[src/rtl/assert_macros.svh]
// ----------------------------------------------------------------------------
// assert_macros.svh
// Concurrent assertion shorthands shared by the RTL.
// ----------------------------------------------------------------------------
`ifndef ASSERT_MACROS_SVH
`define ASSERT_MACROS_SVH

`ifndef ASSERT_OFF

// same-cycle implication
`define ASSERT_IMPLY(label, clk, rst_n, ante, cons) \
	label: assert property (@(posedge clk) disable iff (!rst_n) (ante) |-> (cons)) \
		else $error("assertion failed");

// next-cycle implication
`define ASSERT_NEXT(label, clk, rst_n, ante, cons) \
	label: assert property (@(posedge clk) disable iff (!rst_n) (ante) |=> (cons)) \
		else $error("assertion failed");

`else

`define ASSERT_IMPLY(label, clk, rst_n, ante, cons)
`define ASSERT_NEXT(label, clk, rst_n, ante, cons)

`endif

`endif

[src/rtl/cptd_pkg.sv]
// ----------------------------------------------------------------------------
// cptd_pkg
// Types, constants and compare helpers for the contact plane dedup block.
// ----------------------------------------------------------------------------
package cptd_pkg;

	localparam int TABLE_DEPTH = 16;
	localparam int IDX_W       = (TABLE_DEPTH > 1) ? $clog2(TABLE_DEPTH) : 1;
	localparam int CNT_W       = $clog2(TABLE_DEPTH + 1);

	localparam int NTOL_W     = 15;
	localparam int PTOL_W     = 24;
	localparam int CFG_IDX_W  = 2;
	localparam int CFG_DATA_W = 24;

	localparam logic [CFG_IDX_W-1:0] CFG_NORMAL_TOL   = 2'd0;
	localparam logic [CFG_IDX_W-1:0] CFG_POINT_XY_TOL = 2'd1;
	localparam logic [CFG_IDX_W-1:0] CFG_POINT_Z_TOL  = 2'd2;

	localparam logic [NTOL_W-1:0] NTOL_RESET = 15'd16;
	localparam logic [PTOL_W-1:0] PTOL_RESET = 24'd256;

	typedef struct packed {
		logic signed [15:0] normal_x;
		logic signed [15:0] normal_y;
		logic signed [15:0] normal_z;
		logic signed [31:0] point_x;
		logic signed [31:0] point_y;
		logic signed [31:0] point_z;
		logic               walkable;
		logic               penetrating;
	} entry_t;

	typedef struct packed {
		logic [NTOL_W-1:0] normal;
		logic [PTOL_W-1:0] point_xy;
		logic [PTOL_W-1:0] point_z;
	} tol_t;

	function automatic logic within16(logic signed [15:0] a, logic signed [15:0] b,
			logic [NTOL_W-1:0] tol);
		logic signed [16:0] d;
		logic [16:0] mag;
		d   = 17'(a) - 17'(b);
		mag = d[16] ? $unsigned(-d) : $unsigned(d);
		return mag <= {2'b00, tol};
	endfunction

	function automatic logic within32(logic signed [31:0] a, logic signed [31:0] b,
			logic [PTOL_W-1:0] tol);
		logic signed [32:0] d;
		logic [32:0] mag;
		d   = 33'(a) - 33'(b);
		mag = d[32] ? $unsigned(-d) : $unsigned(d);
		return mag <= {9'd0, tol};
	endfunction

endpackage

[src/rtl/cptd_if.sv]
// ----------------------------------------------------------------------------
// cptd_if
// Valid/ready channels for incoming planes and emitted table entries.
// ----------------------------------------------------------------------------
interface cptd_in_if;
	logic               valid;
	logic               ready;
	logic signed [15:0] normal_x;
	logic signed [15:0] normal_y;
	logic signed [15:0] normal_z;
	logic signed [31:0] point_x;
	logic signed [31:0] point_y;
	logic signed [31:0] point_z;
	logic               is_walkable;
	logic               is_penetrating;
	logic               last_plane;

	modport source (output valid, normal_x, normal_y, normal_z, point_x, point_y, point_z,
		is_walkable, is_penetrating, last_plane, input ready);
	modport sink (input valid, normal_x, normal_y, normal_z, point_x, point_y, point_z,
		is_walkable, is_penetrating, last_plane, output ready);
endinterface

interface cptd_out_if;
	logic               valid;
	logic               ready;
	logic signed [15:0] out_normal_x;
	logic signed [15:0] out_normal_y;
	logic signed [15:0] out_normal_z;
	logic signed [31:0] out_point_x;
	logic signed [31:0] out_point_y;
	logic signed [31:0] out_point_z;
	logic               out_walkable;
	logic               out_penetrating;
	logic               last_entry;
	logic               planes_dropped;

	modport source (output valid, out_normal_x, out_normal_y, out_normal_z, out_point_x,
		out_point_y, out_point_z, out_walkable, out_penetrating, last_entry, planes_dropped,
		input ready);
	modport sink (input valid, out_normal_x, out_normal_y, out_normal_z, out_point_x,
		out_point_y, out_point_z, out_walkable, out_penetrating, last_entry, planes_dropped,
		output ready);
endinterface

[src/rtl/cptd_match.sv]
// ----------------------------------------------------------------------------
// cptd_match
// Tolerance compare of one plane against one stored entry.
// ----------------------------------------------------------------------------
module cptd_match (
	input  cptd_pkg::entry_t plane,
	input  cptd_pkg::entry_t entry,
	input  cptd_pkg::tol_t   tol,
	output logic             match
);

	logic n_ok;
	logic p_ok;

	assign n_ok = cptd_pkg::within16(plane.normal_x, entry.normal_x, tol.normal)
		&& cptd_pkg::within16(plane.normal_y, entry.normal_y, tol.normal)
		&& cptd_pkg::within16(plane.normal_z, entry.normal_z, tol.normal);

	assign p_ok = cptd_pkg::within32(plane.point_x, entry.point_x, tol.point_xy)
		&& cptd_pkg::within32(plane.point_y, entry.point_y, tol.point_xy)
		&& cptd_pkg::within32(plane.point_z, entry.point_z, tol.point_z);

	assign match = n_ok && p_ok;

endmodule

[src/rtl/contact_plane_tolerance_dedup.sv]
// Scan: a plane is scanned against the stored entries one per cycle through the single
//   table read port; a new plane is accepted only in idle, once that scan (and, on a
//   batch end, the emission of the table) is done.
// Emission: on the last plane of a batch each stored entry is emitted by a table read,
//   then an output register load; output stalls hold it back.
// Reset: entry count, dropped flag, handshakes and tolerances reset; table contents are
//   left undefined and never used before being written.
// ----------------------------------------------------------------------------
// contact_plane_tolerance_dedup
// Merges contact planes within tolerance into a table and emits it per batch.
// ----------------------------------------------------------------------------
`include "assert_macros.svh"

module contact_plane_tolerance_dedup (
	input  logic                                 clk,
	input  logic                                 arst_n,
	input  logic                                 cfg_we,
	input  logic [cptd_pkg::CFG_IDX_W-1:0]       cfg_index,
	input  logic [cptd_pkg::CFG_DATA_W-1:0]      cfg_data,
	cptd_in_if.sink                              in_ch,
	cptd_out_if.source                           out_ch
);

	typedef enum logic [3:0] {
		ST_IDLE  = 4'b0001,
		ST_SCAN  = 4'b0010,
		ST_EREAD = 4'b0100,
		ST_ELOAD = 4'b1000
	} state_t;

	state_t state_q;

	cptd_pkg::tol_t   tol_q;
	cptd_pkg::entry_t plane_q;
	logic             last_q;
	logic [cptd_pkg::IDX_W-1:0] idx_q;
	logic [cptd_pkg::CNT_W-1:0] cnt_q;
	logic             dropped_q;

	// table: one write port, one registered read port
	cptd_pkg::entry_t mem [cptd_pkg::TABLE_DEPTH];
	cptd_pkg::entry_t rd_data_q;
	logic             rd_en;
	logic [cptd_pkg::IDX_W-1:0] rd_addr;
	logic             wr_en;
	logic [cptd_pkg::IDX_W-1:0] wr_addr;
	cptd_pkg::entry_t wr_data;

	logic             out_valid_q;
	cptd_pkg::entry_t out_entry_q;
	logic             out_last_q;
	logic             out_drop_q;

	logic accept;
	logic match;
	logic hit;
	logic at_end;
	logic scan_done;
	logic has_room;
	logic load;
	logic [cptd_pkg::CNT_W-1:0] idx_next;

	cptd_pkg::entry_t in_plane;
	cptd_pkg::entry_t merged;

	assign in_plane = '{normal_x: in_ch.normal_x, normal_y: in_ch.normal_y,
		normal_z: in_ch.normal_z, point_x: in_ch.point_x, point_y: in_ch.point_y,
		point_z: in_ch.point_z, walkable: in_ch.is_walkable,
		penetrating: in_ch.is_penetrating};

	cptd_match u_match (
		.plane (plane_q),
		.entry (rd_data_q),
		.tol   (tol_q),
		.match (match)
	);

	assign in_ch.ready = (state_q == ST_IDLE);
	assign accept      = in_ch.valid && in_ch.ready;

	assign idx_next  = cptd_pkg::CNT_W'(idx_q) + cptd_pkg::CNT_W'(1);
	assign at_end    = (idx_next == cnt_q);
	assign hit       = (cnt_q != '0) && match;
	assign scan_done = (state_q == ST_SCAN) && ((cnt_q == '0) || hit || at_end);
	assign has_room  = (cnt_q < cptd_pkg::CNT_W'(cptd_pkg::TABLE_DEPTH));
	assign load      = (state_q == ST_ELOAD) && (!out_valid_q || out_ch.ready);

	always_comb begin
		merged             = rd_data_q;
		merged.walkable    = rd_data_q.walkable | plane_q.walkable;
		merged.penetrating = rd_data_q.penetrating | plane_q.penetrating;
	end

	always_comb begin
		rd_en   = 1'b0;
		rd_addr = '0;
		unique case (state_q)
			ST_IDLE: begin
				rd_en = accept;
			end
			ST_SCAN: begin
				rd_en   = !scan_done;
				rd_addr = idx_next[cptd_pkg::IDX_W-1:0];
			end
			ST_EREAD: begin
				rd_en   = 1'b1;
				rd_addr = idx_q;
			end
			ST_ELOAD: begin
				rd_en = 1'b0;
			end
			default: begin
				rd_en = 1'b0;
			end
		endcase
	end

	always_comb begin
		wr_en   = scan_done && (hit || has_room);
		wr_addr = hit ? idx_q : cnt_q[cptd_pkg::IDX_W-1:0];
		wr_data = hit ? merged : plane_q;
	end

	always_ff @(posedge clk) begin
		if (wr_en) begin
			mem[wr_addr] <= wr_data;
		end
		if (rd_en) begin
			rd_data_q <= mem[rd_addr];
		end
	end

	// configuration
	always_ff @(posedge clk or negedge arst_n) begin
		if (!arst_n) begin
			tol_q.normal   <= cptd_pkg::NTOL_RESET;
			tol_q.point_xy <= cptd_pkg::PTOL_RESET;
			tol_q.point_z  <= cptd_pkg::PTOL_RESET;
		end else if (cfg_we) begin
			unique case (cfg_index)
				cptd_pkg::CFG_NORMAL_TOL:   tol_q.normal   <= cfg_data[cptd_pkg::NTOL_W-1:0];
				cptd_pkg::CFG_POINT_XY_TOL: tol_q.point_xy <= cfg_data;
				cptd_pkg::CFG_POINT_Z_TOL:  tol_q.point_z  <= cfg_data;
				default: ;
			endcase
		end
	end

	// sequencer
	always_ff @(posedge clk or negedge arst_n) begin
		if (!arst_n) begin
			state_q   <= ST_IDLE;
			idx_q     <= '0;
			cnt_q     <= '0;
			dropped_q <= 1'b0;
			last_q    <= 1'b0;
		end else begin
			unique case (state_q)
				ST_IDLE: begin
					if (accept) begin
						idx_q   <= '0;
						last_q  <= in_ch.last_plane;
						state_q <= ST_SCAN;
					end
				end
				ST_SCAN: begin
					if (!scan_done) begin
						idx_q <= idx_next[cptd_pkg::IDX_W-1:0];
					end else begin
						if (!hit) begin
							if (has_room) begin
								cnt_q <= cnt_q + cptd_pkg::CNT_W'(1);
							end else begin
								dropped_q <= 1'b1;
							end
						end
						// a batch end always has at least one entry to send
						idx_q   <= '0;
						state_q <= last_q ? ST_EREAD : ST_IDLE;
					end
				end
				ST_EREAD: begin
					state_q <= ST_ELOAD;
				end
				ST_ELOAD: begin
					if (load) begin
						if (at_end) begin
							cnt_q     <= '0;
							dropped_q <= 1'b0;
							state_q   <= ST_IDLE;
						end else begin
							idx_q   <= idx_next[cptd_pkg::IDX_W-1:0];
							state_q <= ST_EREAD;
						end
					end
				end
				default: begin
					state_q <= ST_IDLE;
				end
			endcase
		end
	end

	always_ff @(posedge clk) begin
		if (accept) begin
			plane_q <= in_plane;
		end
		if (load) begin
			out_entry_q <= rd_data_q;
			out_last_q  <= at_end;
			out_drop_q  <= dropped_q;
		end
	end

	always_ff @(posedge clk or negedge arst_n) begin
		if (!arst_n) begin
			out_valid_q <= 1'b0;
		end else if (load) begin
			out_valid_q <= 1'b1;
		end else if (out_ch.ready) begin
			out_valid_q <= 1'b0;
		end
	end

	assign out_ch.valid           = out_valid_q;
	assign out_ch.out_normal_x    = out_entry_q.normal_x;
	assign out_ch.out_normal_y    = out_entry_q.normal_y;
	assign out_ch.out_normal_z    = out_entry_q.normal_z;
	assign out_ch.out_point_x     = out_entry_q.point_x;
	assign out_ch.out_point_y     = out_entry_q.point_y;
	assign out_ch.out_point_z     = out_entry_q.point_z;
	assign out_ch.out_walkable    = out_entry_q.walkable;
	assign out_ch.out_penetrating = out_entry_q.penetrating;
	assign out_ch.last_entry      = out_last_q;
	assign out_ch.planes_dropped  = out_drop_q;

	`ASSERT_IMPLY(a_cnt_bound, clk, arst_n, 1'b1, cnt_q <= cptd_pkg::CNT_W'(cptd_pkg::TABLE_DEPTH))
	`ASSERT_IMPLY(a_drop_full, clk, arst_n, $rose(dropped_q), !has_room)
	`ASSERT_NEXT(a_batch_clear, clk, arst_n, load && at_end, cnt_q == '0 && !dropped_q && out_last_q)
	`ASSERT_IMPLY(a_no_read_write_clash, clk, arst_n, rd_en && wr_en, rd_addr != wr_addr)

endmodule

[src/flat_wrapper.sv]
// flat-port wrapper written by rule: the top's interface ports become plain ports
module contact_plane_tolerance_dedup_flat 
  (clk, arst_n, cfg_we, cfg_index, cfg_data, in_ch_valid, in_ch_normal_x, in_ch_normal_y, in_ch_normal_z, in_ch_point_x, in_ch_point_y, in_ch_point_z, in_ch_is_walkable, in_ch_is_penetrating, in_ch_last_plane, in_ch_ready, out_ch_valid, out_ch_out_normal_x, out_ch_out_normal_y, out_ch_out_normal_z, out_ch_out_point_x, out_ch_out_point_y, out_ch_out_point_z, out_ch_out_walkable, out_ch_out_penetrating, out_ch_last_entry, out_ch_planes_dropped, out_ch_ready);
  cptd_in_if in_ch_i ();
  cptd_out_if out_ch_i ();
  input  logic clk;
  input  logic arst_n;
  input  logic cfg_we;
  input  logic [cptd_pkg::CFG_IDX_W-1:0] cfg_index;
  input  logic [cptd_pkg::CFG_DATA_W-1:0] cfg_data;
  input wire logic [$bits(in_ch_i.valid)-1:0] in_ch_valid;
  input wire logic [$bits(in_ch_i.normal_x)-1:0] in_ch_normal_x;
  input wire logic [$bits(in_ch_i.normal_y)-1:0] in_ch_normal_y;
  input wire logic [$bits(in_ch_i.normal_z)-1:0] in_ch_normal_z;
  input wire logic [$bits(in_ch_i.point_x)-1:0] in_ch_point_x;
  input wire logic [$bits(in_ch_i.point_y)-1:0] in_ch_point_y;
  input wire logic [$bits(in_ch_i.point_z)-1:0] in_ch_point_z;
  input wire logic [$bits(in_ch_i.is_walkable)-1:0] in_ch_is_walkable;
  input wire logic [$bits(in_ch_i.is_penetrating)-1:0] in_ch_is_penetrating;
  input wire logic [$bits(in_ch_i.last_plane)-1:0] in_ch_last_plane;
  output wire logic [$bits(in_ch_i.ready)-1:0] in_ch_ready;
  output wire logic [$bits(out_ch_i.valid)-1:0] out_ch_valid;
  output wire logic [$bits(out_ch_i.out_normal_x)-1:0] out_ch_out_normal_x;
  output wire logic [$bits(out_ch_i.out_normal_y)-1:0] out_ch_out_normal_y;
  output wire logic [$bits(out_ch_i.out_normal_z)-1:0] out_ch_out_normal_z;
  output wire logic [$bits(out_ch_i.out_point_x)-1:0] out_ch_out_point_x;
  output wire logic [$bits(out_ch_i.out_point_y)-1:0] out_ch_out_point_y;
  output wire logic [$bits(out_ch_i.out_point_z)-1:0] out_ch_out_point_z;
  output wire logic [$bits(out_ch_i.out_walkable)-1:0] out_ch_out_walkable;
  output wire logic [$bits(out_ch_i.out_penetrating)-1:0] out_ch_out_penetrating;
  output wire logic [$bits(out_ch_i.last_entry)-1:0] out_ch_last_entry;
  output wire logic [$bits(out_ch_i.planes_dropped)-1:0] out_ch_planes_dropped;
  input wire logic [$bits(out_ch_i.ready)-1:0] out_ch_ready;
  assign in_ch_i.valid = in_ch_valid;
  assign in_ch_i.normal_x = in_ch_normal_x;
  assign in_ch_i.normal_y = in_ch_normal_y;
  assign in_ch_i.normal_z = in_ch_normal_z;
  assign in_ch_i.point_x = in_ch_point_x;
  assign in_ch_i.point_y = in_ch_point_y;
  assign in_ch_i.point_z = in_ch_point_z;
  assign in_ch_i.is_walkable = in_ch_is_walkable;
  assign in_ch_i.is_penetrating = in_ch_is_penetrating;
  assign in_ch_i.last_plane = in_ch_last_plane;
  assign in_ch_ready = in_ch_i.ready;
  assign out_ch_valid = out_ch_i.valid;
  assign out_ch_out_normal_x = out_ch_i.out_normal_x;
  assign out_ch_out_normal_y = out_ch_i.out_normal_y;
  assign out_ch_out_normal_z = out_ch_i.out_normal_z;
  assign out_ch_out_point_x = out_ch_i.out_point_x;
  assign out_ch_out_point_y = out_ch_i.out_point_y;
  assign out_ch_out_point_z = out_ch_i.out_point_z;
  assign out_ch_out_walkable = out_ch_i.out_walkable;
  assign out_ch_out_penetrating = out_ch_i.out_penetrating;
  assign out_ch_last_entry = out_ch_i.last_entry;
  assign out_ch_planes_dropped = out_ch_i.planes_dropped;
  assign out_ch_i.ready = out_ch_ready;
  contact_plane_tolerance_dedup u_core (.clk(clk), .arst_n(arst_n), .cfg_we(cfg_we), .cfg_index(cfg_index), .cfg_data(cfg_data), .in_ch(in_ch_i), .out_ch(out_ch_i));
endmodule
[config.mk]
export PLATFORM = sky130hd
export DESIGN_NAME = contact_plane_tolerance_dedup_flat
export DESIGN_NICKNAME = d
export VERILOG_FILES = /design/src/rtl/cptd_pkg.sv /design/src/rtl/cptd_if.sv /design/src/rtl/cptd_match.sv /design/src/rtl/contact_plane_tolerance_dedup.sv /design/src/flat_wrapper.sv
export VERILOG_INCLUDE_DIRS = /design/src /design/src/rtl
export SDC_FILE = /design/constraint.sdc
export NUM_CORES = 2
export LEC_CHECK = 0
export ABC_CLOCK_PERIOD_IN_PS = 34000
export BUFFER_PORTS_ARGS = -buffer_cell sky130_fd_sc_hd__buf_2
export CAP_MARGIN = 40
export CORE_AREA = 2 2 494 496
export DETAILED_ROUTE_END_ITERATION = 8
export DIE_AREA = 0 0 496 498
export GPL_TIMING_DRIVEN = 0
export PLACE_DENSITY_LB_ADDON = 0.25
export SYNTH_ARGS = -nofsm -noshare
export SYNTH_HDL_FRONTEND = slang
export SYNTH_SLANG_ARGS = --single-unit
[constraint.sdc]
create_clock -name clk -period 34 [get_ports clk]
set_input_delay 6.8 -clock clk [delete_from_list [all_inputs] [get_ports clk]]
set_output_delay 6.8 -clock clk [all_outputs]
set_load 0.005 [all_outputs]
== Word level (Yosys, flattened, before mapping) ==
Memory sizes are Yosys's and may differ from the RTL's. A register that Yosys moved wholly into a read port is not among the register bits.
Index checks and enable logic that the tools add are counted.

* Output and inout port bits: 150
* Bits in writable memories: 2336
* Logic and storage cells: 133
* Memories kept: 1
* Register bits: 373

{| class="wikitable"
|+ Memory list
! memory !! words !! width !! rd ports !! clocked after Yosys merged registers in !! wr ports !! line !! text
|-
| u_core.mem || 16 || 146 || 1 || 1 || 1 || contact_plane_tolerance_dedup.sv:41 || <nowiki>cptd_pkg::entry_t mem [cptd_pkg::TABLE_DEPTH];</nowiki>
|}

* $lt $le $gt $ge: 7
* Reduce and logical (&&, ||, !) cells: 30
* Equality and inequality tests: 15
* Add/sub/neg operators: 14
* Bitwise gates (word level): 2
* Multiplexer cells: 37

{| class="wikitable"
|+ Operators by type and width
! cell !! number
|-
| $mux W146 || 1
|-
| $le A33 B24 Y1 || 3
|-
| $mux W33 || 3
|-
| $neg A33 Y33 || 3
|-
| $sub A32 B32 Y33 || 3
|-
| $le A17 B15 Y1 || 3
|-
| $mux W17 || 3
|-
| $neg A17 Y17 || 3
|-
| $sub A16 B16 Y17 || 3
|-
| $mux W4 || 8
|-
| $mux W5 || 5
|-
| $pmux W4 S4 || 1
|-
| $pmux W4 S3 || 1
|-
| $reduce_and A6 Y1 || 2
|-
| $logic_and A1 B1 Y1 || 10
|-
| $pmux W5 S2 || 1
|-
| $mux W1 || 9
|-
| $ne A2 B1 Y1 const B || 4
|-
| $ne A2 B2 Y1 const B || 4
|-
| $pmux W4 S2 || 1
|-
| $reduce_and A2 Y1 || 4
|-
| $mux W3 || 2
|-
| $add A4 B1 Y5 const B || 1
|-
| $add A5 B1 Y5 const B || 1
|-
| 20 further kinds || 26
|}

== Depth between registers and ports, before layout ==
* Depth in word-level cells: 14
* Mapped depth: 34
* Gate-level depth less buffers: 30

== Modules after synthesis ==
From an unflattened synthesis, not the netlist that was laid out.

* Cells, all modules: 7872
* Area total of the unflattened synthesis: 123043.0 sq um

{| class="wikitable"
|+ By module, submodules not included
! module !! area an instance (sq um) !! cells an instance !! instances
|-
| contact_plane_tolerance_dedup || 107807.1 || 5592 || 1
|-
| cptd_match || 15235.9 || 2280 || 1
|}

== Worst setup path after synthesis ==
OpenSTA, ideal clock, no wires.

* Kind: in2reg
* From: input in_ch_valid
* To: register u_core.merged[100] (netlist name)
* Setup time: 0.865 ns
* Setup slack: 15.452 ns
* Stages: 3
* Data arrival time: 17.684 ns
* Buffers on the path: 0
* Path through: nor3b_1 -> a21oi_1 -> o31ai_1

* Cells in the longest elaborated chain, start to end: 2

{| class="wikitable"
|+ RTL lines
! item !! line !! text
|-
| start: declaration || flat_wrapper.sv:11 || <nowiki>input wire logic [$bits(in_ch_i.valid)-1:0] in_ch_valid;</nowiki>
|-
| $logic_and A1 B1 Y1 || contact_plane_tolerance_dedup.sv:79 || <nowiki>assign accept = in_ch.valid && in_ch.ready;</nowiki>
|-
| $pmux W1 S3 || contact_plane_tolerance_dedup.sv:97 || <nowiki>unique case (state_q)</nowiki>
|-
| via u_core.rd_en || contact_plane_tolerance_dedup.sv:43 || <nowiki>logic rd_en;</nowiki>
|}

The timed path passes the listed nets, and every way through them passes these cells.
A chain may end at the register's enable or synchronous reset.

== Worst setup path in the final report ==
* From: register u_core.merged[36] (netlist name)
* To: memory u_core.mem[13][74] (netlist bit) (enable)

* Cells in the longest elaborated chain, start to end: 14
* Elaborated cells on any way between the ends: 16
* Classes of those cells: add/sub: 2; order compare: 1; mux: 4; reduce/logical: 9

{| class="wikitable"
|+ RTL lines
! item !! line !! text
|-
| $sub A32 B32 Y33 (*) || cptd_pkg.sv:53 || <nowiki>d = 33'(a) - 33'(b);</nowiki>
|-
| $neg A33 Y33 || cptd_pkg.sv:54 || <nowiki>mag = d[32] ? $unsigned(-d) : $unsigned(d);</nowiki>
|-
| $mux W33 (*) || cptd_pkg.sv:54 ||
|-
| $le A33 B24 Y1 (*) || cptd_pkg.sv:55 || <nowiki>return mag <= {9'd0, tol};</nowiki>
|-
| $logic_and A1 B1 Y1 (*) || cptd_match.sv:20 || <nowiki>&& cptd_pkg::within32(plane.point_y, entry.point_y, tol.point_xy)</nowiki>
|-
| $logic_and A1 B1 Y1 (*) || cptd_match.sv:21 || <nowiki>&& cptd_pkg::within32(plane.point_z, entry.point_z, tol.point_z);</nowiki>
|-
| $logic_and A1 B1 Y1 (*) || cptd_match.sv:23 || <nowiki>assign match = n_ok && p_ok;</nowiki>
|-
| $logic_and A1 B1 Y1 (*) || contact_plane_tolerance_dedup.sv:83 || <nowiki>assign hit = (cnt_q != '0) && match;</nowiki>
|-
| $logic_or A1 B1 Y1 (2 in a row) || contact_plane_tolerance_dedup.sv:84 || <nowiki>assign scan_done = (state_q == ST_SCAN) && ((cnt_q == '0) || hit || at_end);</nowiki>
|-
| $logic_and A1 B1 Y1 || contact_plane_tolerance_dedup.sv:84 ||
|-
| $logic_and A1 B1 Y1 || contact_plane_tolerance_dedup.sv:119 || <nowiki>wr_en = scan_done && (hit || has_room);</nowiki>
|-
| $mux W1 || contact_plane_tolerance_dedup.sv:125 || <nowiki>if (wr_en) begin</nowiki>
|-
| $mux W1 (not written as such) || contact_plane_tolerance_dedup.sv:126 || <nowiki>mem[wr_addr] <= wr_data;</nowiki>
|-
| end: declaration || contact_plane_tolerance_dedup.sv:41 ||
|}

Every way passes the cells marked *; elsewhere a longest branch is shown, timed or not.

==> flow_metrics.py <==
metrics = {
    "floorplanning": {
        "core_mm2": 0.242,
        "top_level_ports": 328,
        "floorplan.initialDensity": 0.517,
        "die_height_um": 498,
        "design.die.area_mm2": 0.247,
        "placement_rows": 181,
        "chipWidth_um": 496,
    },
    "synthesis": {
        "synth_seq_cells": 2855,
        "ys.flop_type": "sky130_fd_sc_hd__edfxtp_1",
        "synthTopCellsByArea": "sky130_fd_sc_hd__edfxtp_1 67%, sky130_fd_sc_hd__nand2_1 8.1%, sky130_fd_sc_hd__a311oi_1 3.1%, sky130_fd_sc_hd__ha_1 2.7%, sky130_fd_sc_hd__nand3_1 2.7%",
        "postSynthNetCount": 10700,
        "async_flop_share": 0.0277,
        "synth_top_family_by_area": "simple AND/OR/NAND/NOR gates",
        "ys_types": 106,
        "mappedNetlistArea_mm2": 0.125,
        "yosys_warnings": 0,
        "muxShareOfSynthArea": 0.00674,
        "synth-edff-count": 2776,
        "synth_xor_area_frac": 0.0128,
        "synth_sequential_area_ratio": 0.682,
        "yosysTopAreaCell": "sky130_fd_sc_hd__edfxtp_1",
        "synth_top_area_frac": 0.666,
        "synth_compound_gate_area_share": 0.0942,
        "synth.avg_cell_area_um2": 12.2,
        "post_synth_and_or_nand_nor_area_fraction": 0.150,
        "postSynthCellCount": 10200,
        "yosys.area_share.adder": 0.0280,
    },
    "clocking": {
        "cts_resized": 0,
        "clock_latency_ns": 0.98,
        "cts.sinks": 2855,
        "post_cts.repair.setup_buffers": 0,
        "cts_inserted_buffers": 311,
        "cts.clk_slew.worst_paths_ns": 0.06,
        "cts-hold-fix-buffers": 0,
        "cts_tree": "yes",
        "cts-htree-levels": 5,
        "max-clock-path-buffers": 4,
        "clockRootBuffer": "sky130_fd_sc_hd__clkbuf_16",
    },
    "worst_setup_path": {
        "timing.critical_path.required_ns": 34.61,
        "crit_slowest_cell": "sky130_fd_sc_hd__nor2_4",
        "r2r.worst_path.cells": 36,
        "setup.worst_path.class": "reg2reg",
        "critPathLaunchType": "register",
        "critical_path.endpoint_type": "register",
        "regToRegSetupSlack_ns": 22.00,
        "critical_path_peak_fanout": 26,
        "critPathArrivalTime_ns": 12.61,
        "critical_path_cell_count": 36,
        "critical_path.startpoint": "u_core.merged[36]",
        "setup.worst_path.end": "u_core.mem[13][74]",
        "timing.rr.end": "u_core.mem[13][74]",
        "crit_buf_inv": 11,
        "regToRegStartpoint": "u_core.merged[36]",
        "dominant_delay_contributor_by_cell_family_on_the_critical_path": "compound AO/OA/AOI/OAI gates",
        "slowest_delay_ns": 0.71,
    },
    "timing": {
        "setup_total_negative_slack_ns": 0,
        "grt_setup_unrepaired": "false",
        "timing_hold_violations_final": 0,
        "fin_skew_ns": 0.0913,
        "achievable-frequency_mhz": 83.3,
        "worst_hold_slack_ns": 0.447,
        "max_slew_margin": 0.278,
        "timing_worst_slew_pin_value_ns": 1.07,
        "layout_min_cycle_time_ns": 12.00,
        "timing_max_transition_violations_final": 0,
        "finalSetupViolations": 0,
        "share_of_the_cycle_needed_by_the_critical_path_after_routing": 0.353,
    },
    "power_and_ir_drop": {
        "cellPowerDensity_mw_per_mm2": 80.3,
        "static-leakage-power_nw": 52.6,
        "max_vdd_drop_uv": 69.9,
        "switching_power_mw": 4.41,
        "combinationalPowerShare": 0.368,
        "power_switching_share": 0.379,
        "p_int_mw": 7.22,
        "power.share.sequential": 0.355,
        "clock_power_share": 0.277,
    },
    "routing": {
        "antenna_nets_post_route": 0,
        "detailedRoute.firstIterationViolations": 12000,
        "vias_per_cell": 6.23,
        "wl_cell_um": 27.6,
        "first_pass_iters": 8,
        "vias": 91100,
        "route.detailed.drc": 0,
        "drt_wl_total_um": 403000,
    },
    "global_route": {
        "via_count_of_the_first_global_routing_pass": 84900,
        "grt_usage": 0.318,
        "pin_count_of_the_biggest_net_entering_global_routing": 95,
        "grt_pass1_wl_um": 573000,
        "gr-total-overflow": 0,
        "antenna_violations_before_repair": 43,
    },
    "final_layout": {
        "most-common-layout-cells": "2,776 x sky130_fd_sc_hd__edfxtp_1, 2,694 x sky130_fd_sc_hd__nand2_1, 665 x sky130_fd_sc_hd__nand3_1",
        "area_growth_syn_to_layout_pct": 15.7,
        "fin_util": 0.599,
        "nNetsFinal": 11600,
        "layout.cells.most_common": "sky130_fd_sc_hd__edfxtp_1",
        "drive_above_1_share": 0.108,
    },
    "place": {
        "dpl.hpwl_um": 298000,
        "replace_congestion": 0.962,
        "io_buf_count": 327,
    },
    "run": {
        "cap_violations": 0,
    },
    "worst_hold_path": {
        "hold_class": "reg2reg",
    },
    "status": {
        "outcome": "finished clean",
    },
}
## cell type report
| type | instances | area, um2 |
|---|---|---|
| buffer | 599 | 2340 |
| tap | 3202 | 4010 |
| sequential | 2855 | 85300 |
| timing repair buffer | 632 | 5870 |
| clock inverter | 139 | 1240 |
| clock buffer | 404 | 8310 |
| inverter | 263 | 1000 |
| multi-input combinational | 6508 | 36700 |
| fill | 18700 | 97000 |
| antenna | 35 | 87.6 |
## power by group through the flow
stage | combinational, mW | clock [mW] | sequential [mW]
floorplan | 2.62 | 0 | 4.15
global placement | 3.96 | 0 | 4.28
detailed placement | 4.16 | 0 | 4.20
CTS | 4.19 | 3.24 | 4.13
global route | 4.63 | 3.37 | 4.13
finish | 4.28 | 3.22 | 4.13
## flip-flops by register name, indices dropped and copies added (netlist names)
signal and cells:
u_core.out_ch.out_point_z 32, u_core.idx_q 4, u_core.last_q 1, u_core.out_ch.valid 1
u_core.merged 144, u_core.mem 2336, u_core.out_ch.out_normal_x 16, u_core.out_ch.planes_dropped 1
u_core.cnt_q 5, u_core.out_ch.out_walkable 1, u_core.state_q 4, u_core.out_ch.out_point_y 32
u_core.out_ch.out_point_x 32, u_core.dropped_q 1, u_core.rd_data_q 2, u_core.plane_q 146
u_core.out_ch.out_normal_y 16, u_core.tol_q 63, u_core.out_ch.last_entry 1, u_core.out_ch.out_normal_z 16
u_core.out_ch.out_penetrating 1
## metrics by stage
stage / worst slack, ns / cells / cell area, um2 / total power, mW
6_report: 22.00 / 14600 / 145000 / 11.6
5_1_grt: 21.84 / 14600 / 145000 / 12.1
4_1_cts: 22.20 / 14600 / 145000 / 11.6
3_5_place_dp: 22.29 / 14100 / 135000 / 8.36
3_3_place_gp: 4.66 / 13800 / 131000 / 8.24
2_1_floorplan: 15.45 / 10200 / 125000 / 6.77
## cell usage after synthesis, types with 20 or more instances
master,n
sky130_fd_sc_hd__o21ai_0,191
sky130_fd_sc_hd__clkbuf_1,559
sky130_fd_sc_hd__edfxtp_1,2776
sky130_fd_sc_hd__mux2_2,53
sky130_fd_sc_hd__o211ai_1,31
sky130_fd_sc_hd__inv_1,263
sky130_fd_sc_hd__a211oi_1,33
sky130_fd_sc_hd__nand3_1,665
sky130_fd_sc_hd__buf_1,20
sky130_fd_sc_hd__a311oi_1,442
sky130_fd_sc_hd__xor2_1,61
sky130_fd_sc_hd__ha_1,270
sky130_fd_sc_hd__o21ai_1,141
sky130_fd_sc_hd__o31ai_1,25
sky130_fd_sc_hd__and2_1,36
sky130_fd_sc_hd__dfrtp_1,75
sky130_fd_sc_hd__nand2_1,2694
sky130_fd_sc_hd__nor4_1,28
sky130_fd_sc_hd__a21o_1,71
sky130_fd_sc_hd__nor2b_1,42
sky130_fd_sc_hd__o21a_1,40
sky130_fd_sc_hd__or3_1,29
sky130_fd_sc_hd__nor2_1,192
sky130_fd_sc_hd__a31oi_1,171
sky130_fd_sc_hd__and3_1,319
sky130_fd_sc_hd__a21oi_1,353
sky130_fd_sc_hd__nand4_1,67
sky130_fd_sc_hd__nand2b_1,29
sky130_fd_sc_hd__nor3_1,58
sky130_fd_sc_hd__xnor2_1,122
## cell families after synthesis
logic type | after synthesis
flops | 2855
simple gates | 4264
compound gates | 1709
mux | 76
xor+xnor | 183
buf+inv | 862
fa+ha+maj | 276
## routing by layer
layer / vias to the layer above / GRT usage / wire length, um
met5: - / 0 / 41
met4: 6 / 0.161 / 23300
met3: 948 / 0.0692 / 45000
met1: 44700 / 0.442 / 158000
met2: 5575 / 0.475 / 177000
li1: 40000 / - / -
## worst min-delay path by stage
stage	startpoint	to	slack (ns)	cells past startpoint
floorplan	u_core.dropped_q	u_core.out_ch.planes_dropped	0.43	0
global placement	u_core.merged[24]	u_core.out_ch.out_point_z[22]	0.44	0
detailed placement	u_core.merged[42]	u_core.out_ch.out_point_y[8]	0.43	0
CTS	u_core.merged[42]	u_core.out_ch.out_point_y[8]	0.45	0
global route	u_core.merged[31]	u_core.out_ch.out_point_z[29]	0.47	0
finish	u_core.merged[17]	u_core.out_ch.out_point_z[15]	0.45	0
(Power assumes the default switching activity.)
